**src/rtl/dpfd_pkg.sv**
```systemverilog
// Shared types, constants and register codes for the pulse frame decoder.
`timescale 1ns / 1ps

package dpfd_pkg;

    // Frame geometry.
    localparam int FRAME_BYTES = 5;
    localparam int FRAME_BITS  = FRAME_BYTES * 8;
    localparam int OUT_BYTES   = 5;
    localparam int SHOWN_BYTES = (FRAME_BYTES < OUT_BYTES) ? FRAME_BYTES : OUT_BYTES;
    localparam int BIT_CNT_W   = $clog2(FRAME_BITS + 1);

    localparam int TIME_W = 15;
    localparam int SYM_W  = 7;
    localparam logic [SYM_W-1:0] SYM_MAX = {SYM_W{1'b1}};

    // Queue between the classifier and the assembler.
    localparam int QUEUE_AW    = 1;
    localparam int QUEUE_DEPTH = 1 << QUEUE_AW;

    // Configuration register indexes.
    localparam int CFG_IDX_W = 2;
    localparam logic [CFG_IDX_W-1:0] CFG_LONG_LOW  = 2'd0;
    localparam logic [CFG_IDX_W-1:0] CFG_RESPONSE  = 2'd1;
    localparam logic [CFG_IDX_W-1:0] CFG_ONE_THR   = 2'd2;
    localparam logic [CFG_IDX_W-1:0] CFG_MIN_SYMS  = 2'd3;

    localparam logic [TIME_W-1:0] LONG_LOW_RESET = 15'd15000;
    localparam logic [TIME_W-1:0] RESPONSE_RESET = 15'd80;
    localparam logic [TIME_W-1:0] ONE_THR_RESET  = 15'd60;
    localparam logic [SYM_W-1:0]  MIN_SYMS_RESET = 7'd43;

    typedef enum logic [1:0] {
        ST_OK       = 2'd0,
        ST_FEW_SYMS = 2'd1,
        ST_BIT_CNT  = 2'd2,
        ST_CHECKSUM = 2'd3
    } status_t;

    typedef struct packed {
        logic [TIME_W-1:0] low_time;
        logic [TIME_W-1:0] high_time;
        logic              frame_end;
    } in_item_t;

    typedef struct packed {
        logic [1:0] status;
        logic [7:0] byte_zero;
        logic [7:0] byte_one;
        logic [7:0] byte_two;
        logic [7:0] byte_three;
        logic [7:0] byte_four;
    } out_item_t;

    typedef struct packed {
        logic [TIME_W-1:0] long_low_limit;
        logic [TIME_W-1:0] response_limit;
        logic [TIME_W-1:0] one_threshold;
        logic [SYM_W-1:0]  min_symbols;
    } cfg_t;

    // One classified pulse pair.
    typedef struct packed {
        logic skip;
        logic bit_val;
        logic last;
    } sym_t;

endpackage

```
**src/rtl/dpfd_classify.sv**
```systemverilog
// Front end: accepts pulse pairs and classifies each as skipped or as a data bit.
`timescale 1ns / 1ps

module dpfd_classify (
    input  logic              s_valid,
    output logic              s_ready,
    input  dpfd_pkg::in_item_t s_item,
    input  dpfd_pkg::cfg_t    cfg,
    input  logic              q_full,
    output logic              q_push,
    output dpfd_pkg::sym_t    q_sym
);

    logic skip;

    assign skip = (s_item.low_time >= cfg.long_low_limit)
               || (s_item.low_time >= cfg.response_limit)
               || (s_item.high_time >= cfg.response_limit);

    assign s_ready       = ~q_full;
    assign q_push        = s_valid & ~q_full;
    assign q_sym.skip    = skip;
    assign q_sym.bit_val = (s_item.high_time > cfg.one_threshold);
    assign q_sym.last    = s_item.frame_end;

endmodule

```
**src/rtl/dpfd_queue.sv**
```systemverilog
// Short queue of classified pulse pairs between the front and back ends.
`timescale 1ns / 1ps

module dpfd_queue (
    input  logic           aclk,
    input  logic           aresetn,
    input  logic           push,
    input  dpfd_pkg::sym_t push_sym,
    output logic           full,
    input  logic           pop,
    output logic           not_empty,
    output dpfd_pkg::sym_t head_sym
);

    dpfd_pkg::sym_t                   entries_reg [dpfd_pkg::QUEUE_DEPTH];
    logic [dpfd_pkg::QUEUE_AW-1:0]    wr_ptr_reg, wr_ptr_next;
    logic [dpfd_pkg::QUEUE_AW-1:0]    rd_ptr_reg, rd_ptr_next;
    logic [dpfd_pkg::QUEUE_AW:0]      count_reg, count_next;

    assign full      = (count_reg == (dpfd_pkg::QUEUE_AW+1)'(dpfd_pkg::QUEUE_DEPTH));
    assign not_empty = (count_reg != '0);
    assign head_sym  = entries_reg[rd_ptr_reg];

    always_comb begin
        wr_ptr_next = push ? wr_ptr_reg + 1'b1 : wr_ptr_reg;
        rd_ptr_next = pop  ? rd_ptr_reg + 1'b1 : rd_ptr_reg;
        count_next  = count_reg;
        if (push && !pop) begin
            count_next = count_reg + 1'b1;
        end else if (pop && !push) begin
            count_next = count_reg - 1'b1;
        end
    end

    always_ff @(posedge aclk) begin
        if (!aresetn) begin
            wr_ptr_reg <= '0;
            rd_ptr_reg <= '0;
            count_reg  <= '0;
        end else begin
            wr_ptr_reg <= wr_ptr_next;
            rd_ptr_reg <= rd_ptr_next;
            count_reg  <= count_next;
        end
    end

    always_ff @(posedge aclk) begin
        if (push) begin
            entries_reg[wr_ptr_reg] <= push_sym;
        end
    end

endmodule

```
**src/rtl/dpfd_assemble.sv**
```systemverilog
// Back end: shifts data bits into the frame and issues the result at frame end.
`timescale 1ns / 1ps

module dpfd_assemble (
    input  logic                 aclk,
    input  logic                 aresetn,
    input  dpfd_pkg::cfg_t       cfg,
    input  logic                 q_not_empty,
    input  dpfd_pkg::sym_t       q_sym,
    output logic                 q_pop,
    output logic                 m_valid,
    input  logic                 m_ready,
    output dpfd_pkg::out_item_t  m_item
);

    logic [dpfd_pkg::FRAME_BITS-1:0] frame_bits_reg, frame_bits_next;
    logic [dpfd_pkg::BIT_CNT_W-1:0]  bit_count_reg, bit_count_next;
    logic [dpfd_pkg::SYM_W-1:0]      sym_count_reg, sym_count_next;
    logic                            m_valid_reg, m_valid_next;
    dpfd_pkg::out_item_t             m_item_reg;
    dpfd_pkg::out_item_t             result;

    logic                            out_free;
    logic                            emit;
    logic [7:0]                      fbytes [dpfd_pkg::FRAME_BYTES];
    logic [7:0]                      obytes [dpfd_pkg::OUT_BYTES];
    logic [7:0]                      csum;
    dpfd_pkg::status_t               status;

    // A result-free pair never needs the output register.
    assign out_free = ~m_valid_reg | m_ready;
    assign q_pop    = q_not_empty & (~q_sym.last | out_free);
    assign emit     = q_pop & q_sym.last;

    always_comb begin
        sym_count_next  = sym_count_reg;
        frame_bits_next = frame_bits_reg;
        bit_count_next  = bit_count_reg;
        if (sym_count_reg != dpfd_pkg::SYM_MAX) begin
            sym_count_next = sym_count_reg + 1'b1;
        end
        if (!q_sym.skip
            && (bit_count_reg < dpfd_pkg::BIT_CNT_W'(dpfd_pkg::FRAME_BITS))) begin
            frame_bits_next = {frame_bits_reg[dpfd_pkg::FRAME_BITS-2:0], q_sym.bit_val};
            bit_count_next  = bit_count_reg + 1'b1;
        end
    end

    // Frame checks run on the state as it stands after the final pair.
    always_comb begin
        for (int k = 0; k < dpfd_pkg::FRAME_BYTES; k++) begin
            fbytes[k] = frame_bits_next[dpfd_pkg::FRAME_BITS-1-8*k -: 8];
        end
        csum = '0;
        for (int k = 0; k < dpfd_pkg::FRAME_BYTES - 1; k++) begin
            csum = csum + fbytes[k];
        end
        if (sym_count_next < cfg.min_symbols) begin
            status = dpfd_pkg::ST_FEW_SYMS;
        end else if (bit_count_next != dpfd_pkg::BIT_CNT_W'(dpfd_pkg::FRAME_BITS)) begin
            status = dpfd_pkg::ST_BIT_CNT;
        end else if (csum != fbytes[dpfd_pkg::FRAME_BYTES-1]) begin
            status = dpfd_pkg::ST_CHECKSUM;
        end else begin
            status = dpfd_pkg::ST_OK;
        end
        for (int k = 0; k < dpfd_pkg::OUT_BYTES; k++) begin
            obytes[k] = '0;
        end
        if (status == dpfd_pkg::ST_OK) begin
            for (int k = 0; k < dpfd_pkg::SHOWN_BYTES; k++) begin
                obytes[k] = fbytes[k];
            end
        end
        result.status     = status;
        result.byte_zero  = obytes[0];
        result.byte_one   = obytes[1];
        result.byte_two   = obytes[2];
        result.byte_three = obytes[3];
        result.byte_four  = obytes[4];
    end

    always_comb begin
        m_valid_next = m_valid_reg;
        if (emit) begin
            m_valid_next = 1'b1;
        end else if (m_ready) begin
            m_valid_next = 1'b0;
        end
    end

    always_ff @(posedge aclk) begin
        if (!aresetn) begin
            frame_bits_reg <= '0;
            bit_count_reg  <= '0;
            sym_count_reg  <= '0;
            m_valid_reg    <= 1'b0;
        end else begin
            m_valid_reg <= m_valid_next;
            if (q_pop) begin
                if (q_sym.last) begin
                    frame_bits_reg <= '0;
                    bit_count_reg  <= '0;
                    sym_count_reg  <= '0;
                end else begin
                    frame_bits_reg <= frame_bits_next;
                    bit_count_reg  <= bit_count_next;
                    sym_count_reg  <= sym_count_next;
                end
            end
        end
    end

    always_ff @(posedge aclk) begin
        if (emit) begin
            m_item_reg <= result;
        end
    end

    assign m_valid = m_valid_reg;
    assign m_item  = m_item_reg;

endmodule

```
**src/rtl/dht_pulse_frame_decoder_core.sv**
```systemverilog
// Top level of the pulse frame decoder: configuration registers and block wiring.
//
//  Port group  Direction  Handshake         Carries
//  s_*         in         s_valid/s_ready   one pulse pair (low, high, frame end)
//  m_*         out        m_valid/m_ready   frame status and five bytes
//  cfg_*       in         cfg_we only       limits, threshold, minimum pair count
//
// One pulse pair is accepted per cycle while the queue has room; the back end retires
// one per cycle unless a frame-end pair waits on the result register. Each queued pair
// is applied to the frame state as it pops, and a frame-end pair's result is registered
// as it pops; the result register frees when taken. A stalled result holds only a
// frame-end pair at the queue head; one more pair fills its other entry and s_ready drops.
// Reset is synchronous; registers return to their defaults and the frame clears.
`timescale 1ns / 1ps

module dht_pulse_frame_decoder_core (
    input  logic                                  aclk,
    input  logic                                  aresetn,
    input  logic                                  cfg_we,
    input  logic [dpfd_pkg::CFG_IDX_W-1:0]        cfg_index,
    input  logic [dpfd_pkg::TIME_W-1:0]           cfg_data,
    input  logic                                  s_valid,
    output logic                                  s_ready,
    input  dpfd_pkg::in_item_t                    s_item,
    output logic                                  m_valid,
    input  logic                                  m_ready,
    output dpfd_pkg::out_item_t                   m_item
);

    dpfd_pkg::cfg_t  cfg_reg;
    logic            q_full;
    logic            q_push;
    dpfd_pkg::sym_t  q_in_sym;
    logic            q_pop;
    logic            q_not_empty;
    dpfd_pkg::sym_t  q_head_sym;

    always_ff @(posedge aclk) begin
        if (!aresetn) begin
            cfg_reg.long_low_limit <= dpfd_pkg::LONG_LOW_RESET;
            cfg_reg.response_limit <= dpfd_pkg::RESPONSE_RESET;
            cfg_reg.one_threshold  <= dpfd_pkg::ONE_THR_RESET;
            cfg_reg.min_symbols    <= dpfd_pkg::MIN_SYMS_RESET;
        end else if (cfg_we) begin
            case (cfg_index)
                dpfd_pkg::CFG_LONG_LOW: cfg_reg.long_low_limit <= cfg_data;
                dpfd_pkg::CFG_RESPONSE: cfg_reg.response_limit <= cfg_data;
                dpfd_pkg::CFG_ONE_THR:  cfg_reg.one_threshold  <= cfg_data;
                dpfd_pkg::CFG_MIN_SYMS: cfg_reg.min_symbols    <= cfg_data[dpfd_pkg::SYM_W-1:0];
                default: ;
            endcase
        end
    end

    dpfd_classify u_classify (
        .s_valid (s_valid),
        .s_ready (s_ready),
        .s_item  (s_item),
        .cfg     (cfg_reg),
        .q_full  (q_full),
        .q_push  (q_push),
        .q_sym   (q_in_sym)
    );

    dpfd_queue u_queue (
        .aclk      (aclk),
        .aresetn   (aresetn),
        .push      (q_push),
        .push_sym  (q_in_sym),
        .full      (q_full),
        .pop       (q_pop),
        .not_empty (q_not_empty),
        .head_sym  (q_head_sym)
    );

    dpfd_assemble u_assemble (
        .aclk        (aclk),
        .aresetn     (aresetn),
        .cfg         (cfg_reg),
        .q_not_empty (q_not_empty),
        .q_sym       (q_head_sym),
        .q_pop       (q_pop),
        .m_valid     (m_valid),
        .m_ready     (m_ready),
        .m_item      (m_item)
    );

endmodule

```
**config.mk**
```make
export PLATFORM = sky130hd
export DESIGN_NAME = dht_pulse_frame_decoder_core
export DESIGN_NICKNAME = d
export VERILOG_FILES = /design/src/rtl/dpfd_pkg.sv /design/src/rtl/dpfd_classify.sv /design/src/rtl/dpfd_queue.sv /design/src/rtl/dpfd_assemble.sv /design/src/rtl/dht_pulse_frame_decoder_core.sv
export SDC_FILE = /design/constraint.sdc
export NUM_CORES = 1
export LEC_CHECK = 0
export ABC_AREA = 1
export BUFFER_PORTS_ARGS = -buffer_cell sky130_fd_sc_hd__buf_4
export CAP_MARGIN = 5
export CORE_MARGIN = 2
export CORE_UTILIZATION = 40
export CTS_CLUSTER_DIAMETER = 60
export DETAILED_ROUTE_END_ITERATION = 16
export GPL_ROUTABILITY_DRIVEN = 0
export HOLD_SLACK_MARGIN = 0.08
export PLACE_DENSITY_LB_ADDON = 0.12
export RECOVER_POWER = 50
export SYNTH_ARGS = -nofsm -noshare
export SYNTH_HDL_FRONTEND = slang
export SYNTH_SLANG_ARGS = --single-unit
```
**constraint.sdc**
```tcl
create_clock -name aclk -period 5.2 [get_ports aclk]
set_clock_uncertainty 0.05 [all_clocks]
set_input_delay 0.78 -clock aclk [delete_from_list [all_inputs] [get_ports aclk]]
set_output_delay 0.78 -clock aclk [all_outputs]
set_load 0.03 [all_outputs]
```
==> out/summary.log, run 1 <==
[outcome] run status complete, but fails checks
[outcome] violated checks capacitance limit, slew limit
[power_and_ir_drop] total power divided by cell area 627.7 nW/um^2
[synth] library cell with the highest instance count after synthesis nand2_1
[placed_design] number of buffers added on ports 96
[worst_setup_path] cells traversed along the worst timing path o21ai_4 > nand2_4 > buf_12 > nand2_1 > o21ai_0 > fa_1 > inv_1 > fa_1 > inv_1 > fa_1 > inv_1 > nand3_1 > nand2_1 > nand2_1 > nand2_1 > inv_1 > nand2_1 > nand2_1 > nor2_1 > nand2_1 > nor2_2 > nand4_4 > nor2_1
[timing] final sum of negative setup slack 0 ns
[worst_setup_path] type of element launching the critical path register
[floorplan] Die Ht 153.4 um
[power_and_ir_drop] Leakage 4.571 nW
[timing] setup repair after global routing missed its margin no
[power_and_ir_drop] Sw Ratio 0.4782
[synth] summed instance area of the synthesized netlist 8929 sq um
[cts] TritonCTS buffer count 17
[finish] flip-flop count of the largest register after layout 52
[power_and_ir_drop] internal power consumption 0.003426 W
[routing] Routed Wire Length 22250 um
[worst_setup_path] slowest stage cell on the critical path fa_1
[global_routing] GR Util met1 0.2473
[global_routing] first-pass GRT wire length 35870 um
[timing] Worst-Margin Slew 2.193 ns
[finish] total inserted antenna cells 0
[floorplan] die area 23530 sq um
[routing] number of design rule violations left after detail routing 0
[routing] detailed-route via count 7563
[global_routing] GR peak layer met2
[worst_hold_path] Hold Crit Class register to register
[synth] number of enable-type register cells in the synthesized netlist 48
[timing] least setup slack across all paths after layout 0.3596 ns
[synth] unique cell type count in the Yosys netlist 38
[placed_design] worst setup slack after placement 0.2108 ns
[global_routing] pin count of the biggest net entering global routing 56
[global_routing] global routing usage on met3 0.03572
[finish] number of filler cells placed in the layout 2214
[worst_setup_path] setup slack, reg-to-reg 0.36 ns
[finish] nets 1382
[cts] later-pin clock latency in the skew report 0.44 ns
[worst_setup_path] CP max stage delay 0.54 ns
[cts] buffer count from post-CTS setup fixing 0
[timing] min cycle time layout 4.840 ns
[routing] number of optimization iterations in the first detailed-route pass 5
[global_routing] antenna violations before repair 0
[synth] Synth Area per Inst 7.839 sq um
[routing] remaining number of nets flagged by the antenna check after routing 0
[cts] root buffer cell clkbuf_16
[synth] number of instances in the synthesized netlist 1139
[synth] Yosys top cell by area dfxtp_1
[worst_setup_path] Worst EP arrival 5.07 ns
[synth] Synth Flop Type dfxtp_1
[synth] number of flip-flops and latches in the synthesized netlist 159
[global_routing] overall fraction of global-route tracks in use 0.1906
[finish] fraction of layout instances using a drive strength above 1 0.1022
[global_routing] met2 Use GR 0.3108
[timing] Relative slew margins -0.4622
[worst_setup_path] Crit path top cell by count nand2_1
[global_routing] global-route congestion overflow total 0
[synth] net count after synthesis 1282
[cts] # H-tree levels 4
[synth] top cells by count, synth nand2_1 (224), inv_1 (184), dfxtp_1 (111)
[synth] Syn. warnings 0
[floorplan] Die Span X 153.4 um
[cts] CTS tree yes
[finish] area delta synth->final 17.15%
[cts] clk buf depth 2
[worst_setup_path] kind of critical path register to register
[worst_setup_path] required time reported for the critical path endpoint 5.42 ns
[timing] Slew Limit Fails 55
[job] Max Cap Violations 1
[floorplan] num rows 54
[timing] count of final hold-check violations 0
[synth] proportion of synthesized flip-flops having asynchronous set or reset 0
[power_and_ir_drop] share of total power in sequential cells 0.245
[worst_setup_path] crit path max fanout 29
[placed_design] HPWL after detailed placement 16100 um
[finish] fraction of the core area covered by cells at the end of the flow 0.4778
[power_and_ir_drop] power share of the combinational group 0.563
[routing] Iteration-0 DRC Markers 406
[timing] final setup violation count 0
[floorplan] area of the core 21890 sq um
[routing] via/cell ratio 4.937
[placed_design] total placed instance area 10020 sq um
[floorplan] initial cell density of the core 0.4079
[synth] sequential element share of the synthesized area 0.4103
[power_and_ir_drop] part of the total power dissipated in the clock network 0.192
[synth] area fraction of the dominant cell type after synthesis 0.2489
[cts] CTS sink count 159
[cts] register clock-pin slew on the reported worst setup and hold paths 0.07 ns
[routing] average wire per standard cell 14.53 um
[timing] share of the clock period used by the worst path 0.9308
[finish] final instance area 10460 sq um
[power_and_ir_drop] peak supply drop 0.3996 mV
[worst_setup_path] kind of end point of the critical path register
[timing] maximum clock frequency 206.6 MHz
[synth] cell types with the largest area share after synthesis dfxtp_1 (25%), edfxtp_1 (16%), ha_1 (11%), nand2_1 (9.4%), inv_1 (7.7%)
[global_routing] vias in the first global route 7237
[floorplan] number of placed I/O pins 97
[power_and_ir_drop] switching pwr 0.003139 W
[layout make-up]
type	count	area (sq um)	share of cell area
multi-input combinational	751	4392	0.4199
inverter	188	705.7	0.06746
clock inverter	15	166.4	0.01591
timing repair buffer	122	757.0	0.07237
sequential	159	3664	0.3502
clock buffer	17	425.4	0.04067
tap	280	350.3	0.03349
[stage by stage]
stage | power, W | hold slack (ns) | cells
4_1_cts | 0.006613 | 0.4068 | 1531
6_report | 0.006565 | 0.4084 | 1532
3_3_place_gp | 0.005302 | 0.3868 | 1499
2_1_floorplan | 0.004268 | 0.3757 | 1139
3_5_place_dp | 0.005331 | 0.3946 | 1499
5_1_grt | 0.007147 | 0.4294 | 1532
[logic make-up (layout without fill, tap and decap cells)]
family | Yosys count | count (layout) | synth area share
flip-flops | 159 | 159 | 0.4103
XOR/XNOR | 10 | 10 | 0.009810
AO/OA/AOI/OAI | 251 | 251 | 0.1526
adder cells (fa/ha/maj) | 90 | 90 | 0.1379
AND/OR/NAND/NOR | 399 | 400 | 0.1885
buffers and inverters | 230 | 342 | 0.1009
[power by group through the flow]
stage / clock, W / sequential (W) / combinational (W)
finish: 0.00126 / 0.00161 / 0.00370
global route: 0.00134 / 0.00164 / 0.00417
CTS: 0.00128 / 0.00161 / 0.00372
detailed placement: 0 / 0.00164 / 0.00369
global placement: 0 / 0.00164 / 0.00366
floorplan: 0 / 0.00181 / 0.00246
[routing by layer]
layer	share of wire	up-vias
li1	-	3950
met2	0.46	157
met4	0.030	0
met5	0	-
met3	0.041	40
met1	0.47	3416
[critical path: cells and delay by family, from the launching register on]
kind / cells / cell delay (ns)
simple gates: 13 / 1.74
flops: 1 / 0.38
buf+inv: 5 / 0.49
fa+ha+maj: 3 / 1.52
compound gates: 2 / 0.47
[layout by cell type (no fill, tap or decap), types with 4 or more instances in the layout]
cell       instances
inv_6              5
fa_1              14
nand3b_1           5
buf_4             73
xor2_1             7
inv_1            183
o21ai_0           85
nor3_1             6
nor4_1             4
inv_8              5
clkbuf_1          45
nor2_1            92
o22ai_1           25
nand4_1           14
clkbuf_16         17
or2_2              6
a21oi_1          103
edfxtp_1          48
o21ai_1           12
nand3_1           40
nand2_1          224
dfxtp_1          111
o211ai_1          17
ha_1              76
[worst paths after layout]
check	startpoint	to	depth (start not counted)
max	u_assemble.bit_count_reg[3]$_SDFFE_PN0P_	u_assemble.m_item[35]$_SDFFCE_PP0P_	23
min	cfg_reg[8]$_SDFFE_PN0P_	cfg_reg[8]$_SDFFE_PN0P_	2
max reg2reg	u_assemble.bit_count_reg[3]$_SDFFE_PN0P_	u_assemble.m_item[35]$_SDFFCE_PP0P_	23
min reg2reg	cfg_reg[8]$_SDFFE_PN0P_	cfg_reg[8]$_SDFFE_PN0P_	2
[what timing repair did]
| item | in CTS | in global routing |
|---|---|---|
| hold endpoints to repair | 0 | 0 |
| endpoints found under the setup margin | 0 | 40 |
| hold buffers | 0 | 0 |
| resized for setup | 0 | 4 |
(Power assumes the default switching activity.)
==> run 2, diff against run 1 <==
==> constraint.sdc (replaced) <==
create_clock -name aclk -period 5.2 [get_ports aclk]
set_clock_uncertainty 0.05 [all_clocks]
set_input_delay 0.52 -clock aclk [delete_from_list [all_inputs] [get_ports aclk]]
set_output_delay 0.52 -clock aclk [all_outputs]
set_load 0.03 [all_outputs]
==> run 2 against run 1 <==
  * The run still ends with capacitance limit, slew limit left
  * Fmax hardly changed
  * Non-clock buffer count did not move
  * Cell area about the same
  * Critical path depth unchanged
  * First-iteration DRC count did not move
  * Critical path type unchanged
  * Critical endpoint unchanged
  * Highest routed layer unchanged
==> out/summary.log, run 2 (synthesized netlist as in run 1, its figures left out) <==
[floorplan] initial cell density of the core 0.4079
[worst_setup_path] worst flop-to-flop path startpoint u_assemble.bit_count_reg[3]$_SDFFE_PN0P_
[global_routing] pin count of the biggest net entering global routing 56
[cts] later-pin clock latency in the skew report 0.44 ns
[finish] area of combinational cells with multiple inputs 4392 sq um
[timing] share of the clock period used by the worst path 0.9302
[floorplan] Die Span X 153.4 um
[global_routing] first-pass GRT wire length 35870 um
[worst_setup_path] required time reported for the critical path endpoint 5.42 ns
[timing] Slew Limit Fails 111
[finish] Seq. cell area 3664 sq um
[routing] detailed-route via count 7562
[power_and_ir_drop] peak supply drop 0.3997 mV
[floorplan] Die Ht 153.4 um
[worst_setup_path] type of element launching the critical path register
[placed_design] HPWL after detailed placement 16100 um
[worst_setup_path] CP startpoint u_assemble.bit_count_reg[3]$_SDFFE_PN0P_
[timing] Worst-Margin Slew 2.754 ns
[finish] fraction of layout instances using a drive strength above 1 0.1014
[floorplan] num rows 54
[worst_setup_path] crit path max fanout 29
[cts] clk buf depth 2
[worst_setup_path] Worst EP arrival 5.06 ns
[worst_setup_path] kind of critical path register to register
[routing] number of optimization iterations in the first detailed-route pass 4
[cts] CTS tree yes
[finish] most common cell after layout, fill and taps aside nand2_1
[floorplan] number of placed I/O pins 97
[timing] Relative slew margins -0.8363
[finish] area delta synth->final 17.14%
[job] Max Cap Violations 2
[routing] via/cell ratio 4.936
[cts] register clock-pin slew on the reported worst setup and hold paths 0.07 ns
[worst_setup_path] kind of end point of the critical path register
[timing] final sum of negative setup slack 0 ns
[routing] Iteration-0 DRC Markers 406
[outcome] violated checks capacitance limit, slew limit
[timing] min cycle time layout 4.837 ns
[routing] remaining number of nets flagged by the antenna check after routing 0
[finish] number of filler cells placed in the layout 2215
[routing] average wire per standard cell 14.53 um
[finish] total inserted antenna cells 0
[placed_design] number of cells in the design after placement 1499
[worst_hold_path] Hold Crit Class input port to register
[finish] flip-flop count of the largest register after layout 52
[finish] post-layout instance count excluding filler cells 1532
[worst_hold_path] startpoint of the most critical hold path s_item[0]
[cts] TritonCTS buffer count 17
[global_routing] antenna violations before repair 0
[floorplan] area of the core 21890 sq um
[cts] buffer count from post-CTS setup fixing 0
[global_routing] global-route congestion overflow total 0
[finish] most used cells in the layout excluding fill and tap cells nand2_1 (224), inv_1 (183), dfxtp_1 (111)
[placed_design] number of buffers added on ports 96
[global_routing] vias in the first global route 7237
[timing] final setup violation count 0
[cts] # H-tree levels 4
[timing] setup repair after global routing missed its margin no
[power_and_ir_drop] Leakage 4.569 nW
[timing] maximum clock frequency 206.7 MHz
[floorplan] die area 23530 sq um
[routing] number of design rule violations left after detail routing 0
[outcome] run status complete, but fails checks
[finish] nets 1382
[timing] count of final hold-check violations 0
[cts] root buffer cell clkbuf_16
[routing] Routed Wire Length 22270 um
[global_routing] overall fraction of global-route tracks in use 0.1906
[cts] CTS sink count 159
[power_and_ir_drop] total power divided by cell area 627.6 nW/um^2
==> run 2: area by class of cell <==
class,instances,share of cell area
Multi-Input combinational cell,751,0.4199
Sequential cell,159,0.3503
Clock buffer,17,0.04067
Timing Repair Buffer,122,0.07226
Inverter,188,0.06747
Tap cell,280,0.03350
Clock inverter,15,0.01591
==> run 2: power breakdown <==
group          switching, W  leakage, nW  internal [W]
clock network      0.000609        0.291      0.000648
registers         0.0000902         1.36       0.00152
logic               0.00244         2.92       0.00126
==> run 2: final timing paths <==
check                                              to  slack (ns)  cells after the start
setup / recovery  u_assemble.m_item[35]$_SDFFCE_PP0P_        0.36                     23
hold / removal    u_queue.entries_reg[1][0]$_DFFE_PP_        0.25                      1
setup reg to reg  u_assemble.m_item[35]$_SDFFCE_PP0P_        0.36                     23
hold reg to reg               cfg_reg[8]$_SDFFE_PN0P_        0.41                      2
==> run 2: stage by stage <==
stage               utilization  worst slack [ns]  area, sq um  total power, W  hold WS (ns)
CTS                      0.4847            0.1530        10610        0.006613        0.2074
detailed placement       0.4576            0.2108        10020        0.005331        0.3946
global placement         0.4576            0.3563        10020        0.005302        0.3868
finish                   0.4778            0.3632        10460        0.006564        0.2453
floorplan                     -            0.7010         8929        0.004268        0.3757
global route             0.4778          0.005254        10460        0.007147        0.2286
==> run 2: layer usage <==
| layer | track usage | vias to the layer above | wire (um) |
|---|---|---|---|
| met3 | 0.03572 | 39 | 907 |
| met2 | 0.3108 | 158 | 10270 |
| li1 | - | 3948 | - |
| met5 | 0 | - | 0 |
| met1 | 0.2473 | 3417 | 10420 |
| met4 | 0.08344 | 0 | 672 |
==> run 2: repair_timing <==
item / CTS / global route
hold buffers: 0 / 0
resized for setup: 0 / 4
setup endpoints to repair: 0 / 40
==> run 2: critical path: stages, from the launching register on <==
cell and delay, ns:
dfxtp_1 0.38, o21ai_4 0.30, nand2_4 0.24, buf_12 0.24
nand2_1 0.06, o21ai_0 0.17, fa_1 0.54, inv_1 0.06
fa_1 0.53, inv_1 0.06, fa_1 0.45, inv_1 0.09
nand3_1 0.09, nand2_1 0.08, nand2_1 0.04, nand2_1 0.08
inv_1 0.04, nand2_1 0.06, nand2_1 0.05, nor2_1 0.09
nand2_1 0.07, nor2_2 0.28, nand4_4 0.37, nor2_1 0.23
==> run 3, diff against run 2 <==
PLACE_DENSITY = 0.58   (was not set)
PLACE_DENSITY_LB_ADDON = not set   (was 0.12)
==> run 3 against run 2 <==
  * The run still ends with capacitance limit, slew limit left
  * Register-to-register slack worse by 0.07 ns
  * Core utilization about the same
  * Sequential cell count is the same
  * Critical path depth shrank 2
  * Via count up 1.8%
  * Count of clock-buffer cells in the layout unchanged
  * Largest power group unchanged
  * Non-clock buffer count down 9
==> out/summary.log, run 3 (synthesized netlist as in run 1, its figures left out) <==
[cts] CTS sink count 159
[worst_setup_path] slowest stage cell on the critical path fa_1
[finish] fraction of layout instances using a drive strength above 1 0.09799
[floorplan] initial cell density of the core 0.4079
[floorplan] number of placed I/O pins 97
[routing] remaining number of nets flagged by the antenna check after routing 0
[global_routing] pin count of the biggest net entering global routing 55
[outcome] run status complete, but fails checks
[routing] Routed Wire Length 22050 um
[floorplan] area of the core 21890 sq um
[power_and_ir_drop] power share of the combinational group 0.556
[routing] via/cell ratio 5.048
[power_and_ir_drop] Sw Ratio 0.4748
[global_routing] overall fraction of global-route tracks in use 0.1852
[cts] # H-tree levels 4
[floorplan] Die Ht 153.4 um
[timing] final setup violation count 0
[outcome] violated checks capacitance limit, slew limit
[timing] hold_ws 0.2619 ns
[timing] count of final hold-check violations 0
[cts] later-pin clock latency in the skew report 0.44 ns
[floorplan] die area 23530 sq um
[worst_setup_path] type of element launching the critical path register
[worst_setup_path] crit path max fanout 51
[floorplan] Die Span X 153.4 um
[routing] Iteration-0 DRC Markers 418
[worst_setup_path] cells traversed along the worst timing path o21ai_4 > nand2_8 > nand2_1 > o21ai_0 > buf_4 > fa_1 > fa_1 > inv_1 > ha_1 > inv_1 > fa_1 > inv_1 > nand4_1 > o211ai_1 > nand3b_1 > nand2_1 > clkinv_1 > nand2_1 > nand2_1 > nand4_4 > nor2_1
[finish] flip-flop count of the largest register after layout 52
[power_and_ir_drop] peak supply drop 0.3760 mV
[global_routing] first-pass GRT wire length 35160 um
[global_routing] global-route congestion overflow total 0
[worst_setup_path] kind of critical path register to register
[worst_setup_path] Largest delay share family, worst path simple AND/OR/NAND/NOR gates
[routing] detailed-route via count 7698
[timing] Slew Limit Fails 55
[global_routing] antenna violations before repair 0
[finish] area delta synth->final 17.11%
[power_and_ir_drop] total power divided by cell area 630.5 nW/um^2
[cts] root buffer cell clkbuf_16
[finish] nets 1375
[cts] register clock-pin slew on the reported worst setup and hold paths 0.07 ns
[power_and_ir_drop] share of total power in sequential cells 0.246
[placed_design] HPWL after detailed placement 15730 um
[routing] number of design rule violations left after detail routing 0
[worst_setup_path] number of buffer and inverter stages on the critical path 5
[timing] min cycle time layout 4.903 ns
[cts] CTS tree yes
[floorplan] num rows 54
[cts] clk buf depth 2
[timing] Worst-Margin Slew 2.181 ns
[routing] average wire per standard cell 14.46 um
[finish] most common cell after layout, fill and taps aside nand2_1
[finish] most used cells in the layout excluding fill and tap cells nand2_1 (224), inv_1 (183), dfxtp_1 (110)
[worst_setup_path] Crit path top cell by count nand2_1
[timing] final sum of negative setup slack 0 ns
[global_routing] vias in the first global route 7134
[power_and_ir_drop] Leakage 4.555 nW
[cts] number of hold buffers added after cts 0
[power_and_ir_drop] internal power consumption 0.003462 W
[worst_setup_path] kind of end point of the critical path register
[worst_setup_path] Worst EP arrival 5.13 ns
[timing] share of the clock period used by the worst path 0.9429
[worst_hold_path] Hold Crit Class input port to register
[timing] maximum clock frequency 204.0 MHz
[timing] Relative slew margins -0.4543
[worst_setup_path] CP max stage delay 0.58 ns
[cts] buffer count from post-CTS setup fixing 0
[power_and_ir_drop] part of the total power dissipated in the clock network 0.198
[placed_design] number of buffers added on ports 96
[power_and_ir_drop] switching pwr 0.003131 W
[cts] TritonCTS buffer count 17
[worst_setup_path] required time reported for the critical path endpoint 5.42 ns
[job] Max Cap Violations 1
[finish] fraction of the core area covered by cells at the end of the flow 0.4777
[routing] number of optimization iterations in the first detailed-route pass 5
[finish] total inserted antenna cells 0
-- run 3: changes by cell type in the layout (fill, tap and decap cells not counted), sizes merged --
cell / previous run / this run
buf: 75 / 66
bufinv: 0 / 2
clkinv: 8 / 3
clkinvlp: 0 / 1
inv: 195 / 197
nand4: 16 / 18
-- run 3: power by group through the flow --
stage	sequential, W	combinational, W	clock (W)
6_report	0.00162	0.00366	0.00131
2_1_floorplan	0.00181	0.00246	0
3_5_place_dp	0.00165	0.00358	0
4_1_cts	0.00162	0.00361	0.00134
3_3_place_gp	0.00165	0.00357	0
5_1_grt	0.00164	0.00410	0.00139
-- run 3: layout make-up --
type,count,area (sq um)
fill,2141,11430
multi-input combinational,753,4448
sequential,159,3665
inverter,188,705.7
timing repair buffer,113,676.9
clock buffer,17,425.4
tap,280,350.3
clock inverter,15,185.2
-- run 3: worst paths after layout --
check / startpoint / endpoint / slack (ns) / cells after the start
hold / removal: s_item[0] / u_queue.entries_reg[1][0]$_DFFE_PP_ / 0.26 / 1
setup reg to reg: u_assemble.bit_count_reg[3]$_SDFFE_PN0P_ / u_assemble.m_item[1]$_SDFFCE_PP0P_ / 0.30 / 21
hold reg to reg: u_queue.rd_ptr_reg$_SDFFE_PN0P_ / u_queue.rd_ptr_reg$_SDFFE_PN0P_ / 0.40 / 1
setup / recovery: u_assemble.bit_count_reg[3]$_SDFFE_PN0P_ / u_assemble.m_item[1]$_SDFFCE_PP0P_ / 0.30 / 21
-- run 3: metal layers --
| layer | GRT usage | vias up | share of wire |
|---|---|---|---|
| li1 | - | 3949 | - |
| met1 | 0.2515 | 3554 | 0.48 |
| met2 | 0.3017 | 164 | 0.46 |
| met3 | 0.03572 | 31 | 0.036 |
| met4 | 0.05330 | 0 | 0.020 |
| met5 | 0 | - | 0 |
-- run 3: timing repair --
item	4_1_cts	5_1_grt
gates resized for setup	0	7
endpoints found under the setup margin	0	40
hold endpoints to repair	0	0
-- run 3: stage by stage --
step / std cells / power [W] / setup WS (ns) / area, sq um
final: 1525 / 0.006593 / 0.2969 / 10460
after global routing: 1525 / 0.007136 / -0.06008 / 10460
after CTS: 1522 / 0.006574 / 0.05491 / 10550
after detailed placement: 1490 / 0.005230 / 0.07846 / 9938
after global placement: 1490 / 0.005216 / 0.2552 / 9938
after floorplan: 1139 / 0.004268 / 0.7010 / 8929
